### src/sv/hsl2rgb_pkg.sv
`default_nettype none
// ----------------------------------------------------------------------------
// hsl2rgb_pkg
// shared constants and types for the hsl to rgb conversion pipeline
// ----------------------------------------------------------------------------
package hsl2rgb_pkg;

	// default fraction bits of the fixed-point inputs (1.0 = 2**FRAC_BITS)
	localparam int FRAC_BITS_DEF = 16;

	// width of each input field and of each output channel
	localparam int IN_W   = 18;
	localparam int CHAN_W = 8;

	// stream data widths, padded to whole bytes
	localparam int IN_TDATA_W  = 56;
	localparam int OUT_TDATA_W = 24;

	// segment of the piecewise-linear hue ramp
	typedef enum logic [1:0] {
		RAMP_RISE = 2'd0,
		RAMP_HIGH = 2'd1,
		RAMP_FALL = 2'd2,
		RAMP_LOW  = 2'd3
	} ramp_region_t;

endpackage : hsl2rgb_pkg
`default_nettype wire

### src/sv/hsl2rgb_front.sv
`default_nettype none
// ----------------------------------------------------------------------------
// hsl2rgb_front
// stages 1 to 3: input clamp, lightness times saturation, hue wrap,
// and the shared p, q and q - p terms
// ----------------------------------------------------------------------------
module hsl2rgb_front #(
	parameter int FRAC_BITS = hsl2rgb_pkg::FRAC_BITS_DEF
) (
	input  wire logic                          clk,
	input  wire logic                          arst_n,
	input  wire logic                          en,
	input  wire logic                          in_valid,
	input  wire logic [hsl2rgb_pkg::IN_W-1:0]  hue,
	input  wire logic [hsl2rgb_pkg::IN_W-1:0]  saturation,
	input  wire logic [hsl2rgb_pkg::IN_W-1:0]  lightness,
	output logic                               valid_s3,
	output logic                               achrom_s3,
	output logic [FRAC_BITS:0]                 l_s3,
	output logic [FRAC_BITS:0]                 p_s3,
	output logic [FRAC_BITS:0]                 q_s3,
	output logic [FRAC_BITS:0]                 d_s3,
	output logic [FRAC_BITS:0]                 tr_s3,
	output logic [FRAC_BITS:0]                 tg_s3,
	output logic [FRAC_BITS:0]                 tb_s3
);

	localparam int VW     = FRAC_BITS + 1;
	localparam int MAG_W  = hsl2rgb_pkg::IN_W - 1;
	localparam int MW     = (VW > MAG_W) ? VW : MAG_W;
	localparam int ONE_I  = 1 << FRAC_BITS;
	localparam int HALF_I = ONE_I / 2;
	localparam int THIRD_I = (ONE_I + 1) / 3;

	localparam logic [MW-1:0] ONE_M   = MW'(ONE_I);
	localparam logic [VW-1:0] ONE_V   = VW'(ONE_I);
	localparam logic [VW-1:0] HALF_V  = VW'(HALF_I);
	localparam logic [VW-1:0] THIRD_V = VW'(THIRD_I);

	// stage 1 registers
	logic          valid_s1;
	logic [VW-1:0] h_s1, s_s1, l_s1;
	// stage 2 registers
	logic          valid_s2;
	logic          achrom_s2;
	logic [VW-1:0] l_s2, s_s2, ls_s2;
	logic [VW-1:0] tr_s2, tg_s2, tb_s2;

	logic [VW-1:0]   h_c, s_c, l_c;
	logic [2*VW-1:0] ls_prod;
	logic [VW:0]     tr_sum;
	logic [VW-1:0]   tr_c, tb_c;
	logic [VW:0]     q_w, p_w, d_w;

	function automatic logic [VW-1:0] clamp_unit(input logic [hsl2rgb_pkg::IN_W-1:0] raw);
		logic [MW-1:0] mag;
		mag = MW'(raw[MAG_W-1:0]);
		if (raw[hsl2rgb_pkg::IN_W-1])
			return '0;
		else if (mag > ONE_M)
			return ONE_V;
		else
			return VW'(mag);
	endfunction

	always_comb begin
		h_c = clamp_unit(hue);
		s_c = clamp_unit(saturation);
		l_c = clamp_unit(lightness);
	end

	// stage 2 logic: one product and the three ramp arguments
	always_comb begin
		ls_prod = (2*VW)'(l_s1) * (2*VW)'(s_s1);
		tr_sum  = {1'b0, h_s1} + {1'b0, THIRD_V};
		if (tr_sum > {1'b0, ONE_V})
			tr_c = VW'(tr_sum - {1'b0, ONE_V});
		else
			tr_c = VW'(tr_sum);
		if (h_s1 < THIRD_V)
			tb_c = h_s1 + ONE_V - THIRD_V;
		else
			tb_c = h_s1 - THIRD_V;
	end

	// stage 3 logic: q, p = 2l - q, and the ramp slope q - p
	always_comb begin
		if (l_s2 < HALF_V)
			q_w = {1'b0, l_s2} + {1'b0, ls_s2};
		else
			q_w = {1'b0, l_s2} + {1'b0, s_s2} - {1'b0, ls_s2};
		p_w = {l_s2, 1'b0} - q_w;
		d_w = {q_w[VW-1:0], 1'b0} - {l_s2, 1'b0};
	end

	always_ff @(posedge clk or negedge arst_n) begin
		if (!arst_n) begin
			valid_s1 <= 1'b0;
			valid_s2 <= 1'b0;
			valid_s3 <= 1'b0;
		end else if (en) begin
			valid_s1 <= in_valid;
			valid_s2 <= valid_s1;
			valid_s3 <= valid_s2;
		end
	end

	always_ff @(posedge clk) begin
		if (en) begin
			h_s1      <= h_c;
			s_s1      <= s_c;
			l_s1      <= l_c;

			achrom_s2 <= (s_s1 == '0);
			l_s2      <= l_s1;
			s_s2      <= s_s1;
			ls_s2     <= ls_prod[FRAC_BITS +: VW];
			tr_s2     <= tr_c;
			tg_s2     <= h_s1;
			tb_s2     <= tb_c;

			achrom_s3 <= achrom_s2;
			l_s3      <= l_s2;
			q_s3      <= q_w[VW-1:0];
			p_s3      <= p_w[VW-1:0];
			d_s3      <= d_w[VW-1:0];
			tr_s3     <= tr_s2;
			tg_s3     <= tg_s2;
			tb_s3     <= tb_s2;
		end
	end

endmodule : hsl2rgb_front
`default_nettype wire

### src/sv/hsl2rgb_lane.sv
`default_nettype none
// ----------------------------------------------------------------------------
// hsl2rgb_lane
// stages 4 to 7 of one color channel: ramp segment, slope product,
// channel select and scaling to a byte
// ----------------------------------------------------------------------------
module hsl2rgb_lane #(
	parameter int FRAC_BITS = hsl2rgb_pkg::FRAC_BITS_DEF
) (
	input  wire logic                             clk,
	input  wire logic                             en,
	input  wire logic                             achrom,
	input  wire logic [FRAC_BITS:0]               l,
	input  wire logic [FRAC_BITS:0]               p,
	input  wire logic [FRAC_BITS:0]               q,
	input  wire logic [FRAC_BITS:0]               d,
	input  wire logic [FRAC_BITS:0]               t,
	output logic [hsl2rgb_pkg::CHAN_W-1:0]        chan_s7
);

	localparam int VW      = FRAC_BITS + 1;
	localparam int CW      = VW + 2;
	localparam int SW      = CW + 8;
	localparam int ONE_I   = 1 << FRAC_BITS;
	localparam int HALF_I  = ONE_I / 2;
	localparam int SIXTH_I = (ONE_I + 3) / 6;
	localparam int TT_I    = (2 * ONE_I + 1) / 3;

	localparam logic [VW-1:0] HALF_V  = VW'(HALF_I);
	localparam logic [VW-1:0] SIXTH_V = VW'(SIXTH_I);
	localparam logic [VW-1:0] TT_V    = VW'(TT_I);
	localparam logic [SW-FRAC_BITS-1:0] CHAN_MAX = (SW-FRAC_BITS)'((1 << hsl2rgb_pkg::CHAN_W) - 1);

	hsl2rgb_pkg::ramp_region_t region_c, region_s4, region_s5;
	logic [VW-1:0]   x_c;
	logic [VW+2:0]   m_w;
	logic [VW-1:0]   m_s4, d_s4, p_s4, q_s4, l_s4;
	logic            achrom_s4, achrom_s5;
	logic [2*VW-1:0] prod_c;
	logic [VW:0]     pr_s5;
	logic [VW-1:0]   p_s5, q_s5, l_s5;
	logic [CW-1:0]   c_c, c_s6;
	logic [SW-1:0]   sc_c;
	logic [SW-FRAC_BITS-1:0] v_c;

	// stage 4: segment and the 6 * distance factor
	always_comb begin
		if (t < SIXTH_V)
			region_c = hsl2rgb_pkg::RAMP_RISE;
		else if (t < HALF_V)
			region_c = hsl2rgb_pkg::RAMP_HIGH;
		else if (t < TT_V)
			region_c = hsl2rgb_pkg::RAMP_FALL;
		else
			region_c = hsl2rgb_pkg::RAMP_LOW;

		unique case (region_c)
			hsl2rgb_pkg::RAMP_RISE: x_c = t;
			hsl2rgb_pkg::RAMP_FALL: x_c = TT_V - t;
			default:                x_c = '0;
		endcase
		m_w = {x_c, 2'b00} + {1'b0, x_c, 1'b0};
	end

	// stage 5: slope product
	always_comb begin
		prod_c = (2*VW)'(d_s4) * (2*VW)'(m_s4);
	end

	// stage 6: channel value
	always_comb begin
		case (region_s5)
			hsl2rgb_pkg::RAMP_HIGH: c_c = CW'(q_s5);
			hsl2rgb_pkg::RAMP_LOW:  c_c = CW'(p_s5);
			default:                c_c = CW'(p_s5) + CW'(pr_s5);
		endcase
		if (achrom_s5)
			c_c = CW'(l_s5);
	end

	// stage 7: times 255, truncate, saturate
	always_comb begin
		sc_c = {c_s6, 8'h00} - SW'(c_s6);
		v_c  = sc_c[SW-1:FRAC_BITS];
	end

	always_ff @(posedge clk) begin
		if (en) begin
			region_s4 <= region_c;
			m_s4      <= m_w[VW-1:0];
			d_s4      <= d;
			p_s4      <= p;
			q_s4      <= q;
			l_s4      <= l;
			achrom_s4 <= achrom;

			region_s5 <= region_s4;
			pr_s5     <= prod_c[FRAC_BITS +: VW+1];
			p_s5      <= p_s4;
			q_s5      <= q_s4;
			l_s5      <= l_s4;
			achrom_s5 <= achrom_s4;

			c_s6      <= c_c;

			if (v_c > CHAN_MAX)
				chan_s7 <= CHAN_MAX[hsl2rgb_pkg::CHAN_W-1:0];
			else
				chan_s7 <= v_c[hsl2rgb_pkg::CHAN_W-1:0];
		end
	end

endmodule : hsl2rgb_lane
`default_nettype wire

### src/sv/hsl_to_rgb_converter.sv
`default_nettype none
// ----------------------------------------------------------------------------
// hsl_to_rgb_converter
// converts hue, saturation and lightness in signed fixed point to 8-bit rgb
// ----------------------------------------------------------------------------
//  channel  | dir | tdata fields (lsb first)                   | tuser/tlast
//  s_*      | in  | hue[17:0] saturation[35:18] lightness[53:36] | none
//  m_*      | out | red[7:0] green[15:8] blue[23:16]              | none
//
//  one transaction in and one out per cycle while the output is not stalled;
//  the pipeline has seven register stages (clamp, product, p/q, segment,
//  slope product, channel select, byte scaling).
//  reset clears only the stage valid bits; the pipeline is empty after it.
//  when the output holds a result and m_tready is low, every stage freezes
//  and s_tready drops; nothing is dropped or repeated.
// ----------------------------------------------------------------------------
module hsl_to_rgb_converter #(
	parameter int FRAC_BITS = hsl2rgb_pkg::FRAC_BITS_DEF
) (
	input  wire logic                                 clk,
	input  wire logic                                 arst_n,
	input  wire logic                                 s_tvalid,
	output logic                                      s_tready,
	// hue[17:0], saturation[35:18], lightness[53:36], zeros above
	input  wire logic [hsl2rgb_pkg::IN_TDATA_W-1:0]   s_tdata,
	output logic                                      m_tvalid,
	input  wire logic                                 m_tready,
	// red[7:0], green[15:8], blue[23:16]
	output logic [hsl2rgb_pkg::OUT_TDATA_W-1:0]       m_tdata
);

	localparam int IW = hsl2rgb_pkg::IN_W;
	localparam int CH = hsl2rgb_pkg::CHAN_W;

	logic adv;
	logic valid_s3, valid_s4, valid_s5, valid_s6, valid_s7;
	logic achrom_s3;
	logic [FRAC_BITS:0] l_s3, p_s3, q_s3, d_s3, tr_s3, tg_s3, tb_s3;
	logic [CH-1:0] red_s7, green_s7, blue_s7;

	// whole pipeline moves unless the output transaction is stuck
	assign adv      = !valid_s7 || m_tready;
	assign s_tready = adv;
	assign m_tvalid = valid_s7;
	assign m_tdata  = {blue_s7, green_s7, red_s7};

	hsl2rgb_front #(
		.FRAC_BITS (FRAC_BITS)
	) u_front (
		.clk        (clk),
		.arst_n     (arst_n),
		.en         (adv),
		.in_valid   (s_tvalid),
		.hue        (s_tdata[IW-1:0]),
		.saturation (s_tdata[2*IW-1:IW]),
		.lightness  (s_tdata[3*IW-1:2*IW]),
		.valid_s3   (valid_s3),
		.achrom_s3  (achrom_s3),
		.l_s3       (l_s3),
		.p_s3       (p_s3),
		.q_s3       (q_s3),
		.d_s3       (d_s3),
		.tr_s3      (tr_s3),
		.tg_s3      (tg_s3),
		.tb_s3      (tb_s3)
	);

	hsl2rgb_lane #(.FRAC_BITS (FRAC_BITS)) u_red (
		.clk (clk), .en (adv), .achrom (achrom_s3), .l (l_s3), .p (p_s3),
		.q (q_s3), .d (d_s3), .t (tr_s3), .chan_s7 (red_s7)
	);

	hsl2rgb_lane #(.FRAC_BITS (FRAC_BITS)) u_green (
		.clk (clk), .en (adv), .achrom (achrom_s3), .l (l_s3), .p (p_s3),
		.q (q_s3), .d (d_s3), .t (tg_s3), .chan_s7 (green_s7)
	);

	hsl2rgb_lane #(.FRAC_BITS (FRAC_BITS)) u_blue (
		.clk (clk), .en (adv), .achrom (achrom_s3), .l (l_s3), .p (p_s3),
		.q (q_s3), .d (d_s3), .t (tb_s3), .chan_s7 (blue_s7)
	);

	always_ff @(posedge clk or negedge arst_n) begin
		if (!arst_n) begin
			valid_s4 <= 1'b0;
			valid_s5 <= 1'b0;
			valid_s6 <= 1'b0;
			valid_s7 <= 1'b0;
		end else if (adv) begin
			valid_s4 <= valid_s3;
			valid_s5 <= valid_s4;
			valid_s6 <= valid_s5;
			valid_s7 <= valid_s6;
		end
	end

	// a new result only shows up when stage 6 held one and the pipe moved
	a_out_from_s6: assert property (@(posedge clk) disable iff (!arst_n)
		$rose(m_tvalid) |-> $past(valid_s6 && adv))
		else $error("result appeared without a stage 6 item");

	// a stalled pipeline keeps the valid bits of stages 4 to 6 frozen
	a_stall_freeze: assert property (@(posedge clk) disable iff (!arst_n)
		!adv |=> $stable(valid_s4) && $stable(valid_s5) && $stable(valid_s6))
		else $error("inner stage moved during stall");

	// a stuck output transaction must push back on the input side
	a_backpressure: assert property (@(posedge clk) disable iff (!arst_n)
		(m_tvalid && !m_tready) |-> !s_tready)
		else $error("input accepted while output is stuck");

	// lanes stall together, so a held result keeps all three channels
	a_hold_channels: assert property (@(posedge clk) disable iff (!arst_n)
		(m_tvalid && !m_tready) |=> $stable(red_s7) && $stable(green_s7) && $stable(blue_s7))
		else $error("channel changed while result held");

endmodule : hsl_to_rgb_converter
`default_nettype wire
### config.mk
export PLATFORM = sky130hd
export DESIGN_NAME = hsl_to_rgb_converter
export DESIGN_NICKNAME = d
export VERILOG_FILES = /design/src/sv/hsl2rgb_pkg.sv /design/src/sv/hsl2rgb_front.sv /design/src/sv/hsl2rgb_lane.sv /design/src/sv/hsl_to_rgb_converter.sv
export SDC_FILE = /design/constraint.sdc
export NUM_CORES = 2
export LEC_CHECK = 0
export BUFFER_PORTS_ARGS = -buffer_cell sky130_fd_sc_hd__buf_2
export CAP_MARGIN = 15
export CORE_MARGIN = 10
export CORE_UTILIZATION = 45
export DETAILED_ROUTE_END_ITERATION = 6
export PLACE_DENSITY_LB_ADDON = 0.15
export SYNTH_ARGS = -nofsm -noshare
export SYNTH_HDL_FRONTEND = slang
export SYNTH_SLANG_ARGS = --single-unit
### constraint.sdc
create_clock -name clk -period 33.3 [get_ports clk]
set_input_delay 6.66 -clock clk [delete_from_list [all_inputs] [get_ports clk]]
set_output_delay 6.66 -clock clk [all_outputs]
set_load 0.01 [all_outputs]
==> impl_metrics.csv <==
group,metric,value,unit
die,rows,138,
layout,multiInputGateArea,41300,sq um
synthesis,async_flop_share,1.18,%
sta,skew,0.0515,ns
sta,slew_viol_final,0,
synthesis,synth_fp_nets,7841,
synthesis,yosysWarnings,0,
cts,clock_sinks,592,
drt,antenna_left,0,
global_routing,grt_pass1_wl,250000,um
global_routing,grt_max_degree,195,
setup_path,cp_max_fo,41,
setup_path,start_kind,"input pin",
min_path,hold_path_class,"reg2reg",
sta,period_needed,14.15,ns
layout,layout-drive-gt1-share,4.53,%
die,dieArea,158000,sq um
layout,area_growth,7.34,%
die,die_h,398,um
sta,setup_tns,0,ns
synthesis,synthesis.instances,6320,
cts,insertion_delay,0.70,ns
drt,firstDrtPassIters,5,
sta,hold_slack,0.403,ns
sta,setup_viol,0,
setup_path,worstPathRequired,26.64,ns
place,placed_area,66400,sq um
setup_path,worstPathArrival,7.49,ns
drt,vias,42900,
die,die_w,398,um
sta,worstMarginPinSlew,1.06,ns
synthesis,syn_area,64100,sq um
layout,fin_nets,7816,
layout,final_common_cell,"inv_1",
global_routing,grt.total_usage,19.9,%
drt,drc,0,
sta,hold_viol,0,
job,cap_violations,0,
die,core_area,142000,sq um
drt,wl_per_cell,18.7,um
cts,cts_buffers,71,
synthesis,synth_ff_type,"edfxtp_1",
sta,clock.fmax,70.7,MHz
synthesis,synth.distinct_cells,75,
cts,cts_resized,0,
layout,n_fill_cell,13300,
synthesis,avgSynthCellArea,10.1,sq um
place,hpwl,115000,um
place,numPortBuffers,83,
drt,route.final.wire_length,154000,um
drt,viasPerCell,5.20,
sta,fin_crit_sh,42.5,%
place,gp_congestion,0.844,
layout,finalInstanceArea,68900,sq um
setup_path,criticalPathCategory,"in2out",
cts,root_buffer,"clkbuf_16",
sta,relSlewSlack,29.5,%
run_status,status,"complete, no violations",
synthesis,synth_edf_count,585,
synthesis,synth-seq-cells,592,
drt,drt_iter0_drc,2331,
sta,rsz0062_at_grt,"no",
layout,register_area,17700,sq um
global_routing,first_global_vias,45200,
layout,n_antenna_cell,0,
global_routing,grt.overflow.total,0,
die,initial_utilization,45.3,%
cts,post_cts_buffers,0,
cts,cts_hold_buf,0,
cts,cts.htree.levels,3,
layout,final_cell_mix,"inv_1, fa_1, nand2_1, ha_1, edfxtp_1",
place,dp_cells,8112,
cts,cts_tree,"built",
cts,clk_path_buf_depth,3,
global_routing,antenna_found_initial,5,
layout,fin_cells,8241,
synthesis,seq_area_frac_synth,27.7,%
die,io_pins,86,
cts,clk_pin_slew,0.06,ns
setup_path,cp-end-kind,"output port",
==> per-layer routing <==
layer / up-vias / routed length [um] / share of wire, % / GRT usage [%]
met5: - / 15 / 0.0098 / 0
met4: 2 / 3960 / 2.6 / 5.39
met3: 213 / 6920 / 4.5 / 2.92
met2: 902 / 72500 / 47 / 33.0
met1: 21500 / 70400 / 46 / 27.2
li1: 20200 / - / - / -
==> cell usage after synthesis (7+ instances only) <==
cell type  count  area (sq um)
a211oi_1      19           143
a21boi_0      20           150
a21o_1        97           728
a21oi_1      207          1040
a31o_2        11          96.3
a31oi_1       15          93.8
and2_1       571          3570
and3_1        23           144
buf_1          7          26.3
clkbuf_1     211           792
dfrtp_1        7           175
edfxtp_1     585         17600
fa_1         825         16500
ha_1         636          7960
inv_1       1150          4320
mux2_2        17           191
mux2i_1       44           440
nand2_1      711          2670
nand2b_1      42           263
nand3_1       40           200
nand4_1       30           188
nor2_1       235           882
nor2b_1       39           244
nor3_1        75           375
nor4_1        26           163
o2111ai_1      9          78.8
o211ai_1      17           128
o21a_1        68           510
o21ai_0      132           661
o21bai_1      29           218
o31a_1         9          78.8
o31ai_1       10          75.1
or2_2         12          75.1
or3_1         21           131
xnor2_1      199          1740
xor2_1        76           666
==> state kept, by name, indices dropped and copies added, names as in the netlist, 18 cells and up <==
register,cells
u_blue.c_s6,19
u_green.c_s6,19
u_red.pr_s5,18
u_red.c_s6,19
u_green.pr_s5,18
u_blue.pr_s5,18
==> worst max-delay path, cell delays in order <==
cell      delay (ns)
buf_2           0.07
nand2b_4        0.50
buf_2           0.25
==> final cells by class <==
| class | instances | area share [%] |
|---|---|---|
| multi-input cells | 4356 | 59.9 |
| well taps | 1890 | 3.43 |
| flip-flops and latches | 592 | 25.8 |
| clock inverters | 48 | 0.887 |
| repair buffers | 123 | 1.08 |
| inverters | 1151 | 6.27 |
| clock buffers | 81 | 2.63 |
==> final timing paths <==
kind                            startpoint               end  slack (ns)  depth (start not counted)
setup / recovery                  m_tready          s_tready       19.15                          3
hold / removal             u_front.l_s3[5]     u_red.l_s4[5]        0.40                          0
setup reg to reg             u_red.d_s4[7]   u_red.pr_s5[17]       25.43                         24
hold reg to reg            u_front.l_s3[5]     u_red.l_s4[5]        0.40                          0
max in group asynchronous           arst_n  u_front.valid_s1       27.33                          1
min in group asynchronous           arst_n          m_tvalid        5.82                          1
==> per-stage QoR <==
step / setup WS, ns / utilization, %
final: 19.15 / 48.6
after global routing: 19.05 / 48.6
after CTS: 19.09 / 48.6
after detailed placement: 19.09 / 46.9
after global placement: 19.09 / 46.9
after floorplan: 3.82 / -
==> cell families after synthesis <==
group | share of synthesized area, %
simple gates | 14.3
fa+ha+maj | 38.2
buf+inv | 8.03
compound gates | 7.16
flops | 27.7
xor+xnor | 3.75
mux | 0.985
Power is not shown: default switching activity piles up to over one toggle a cycle in this logic, so the estimate is an artifact.
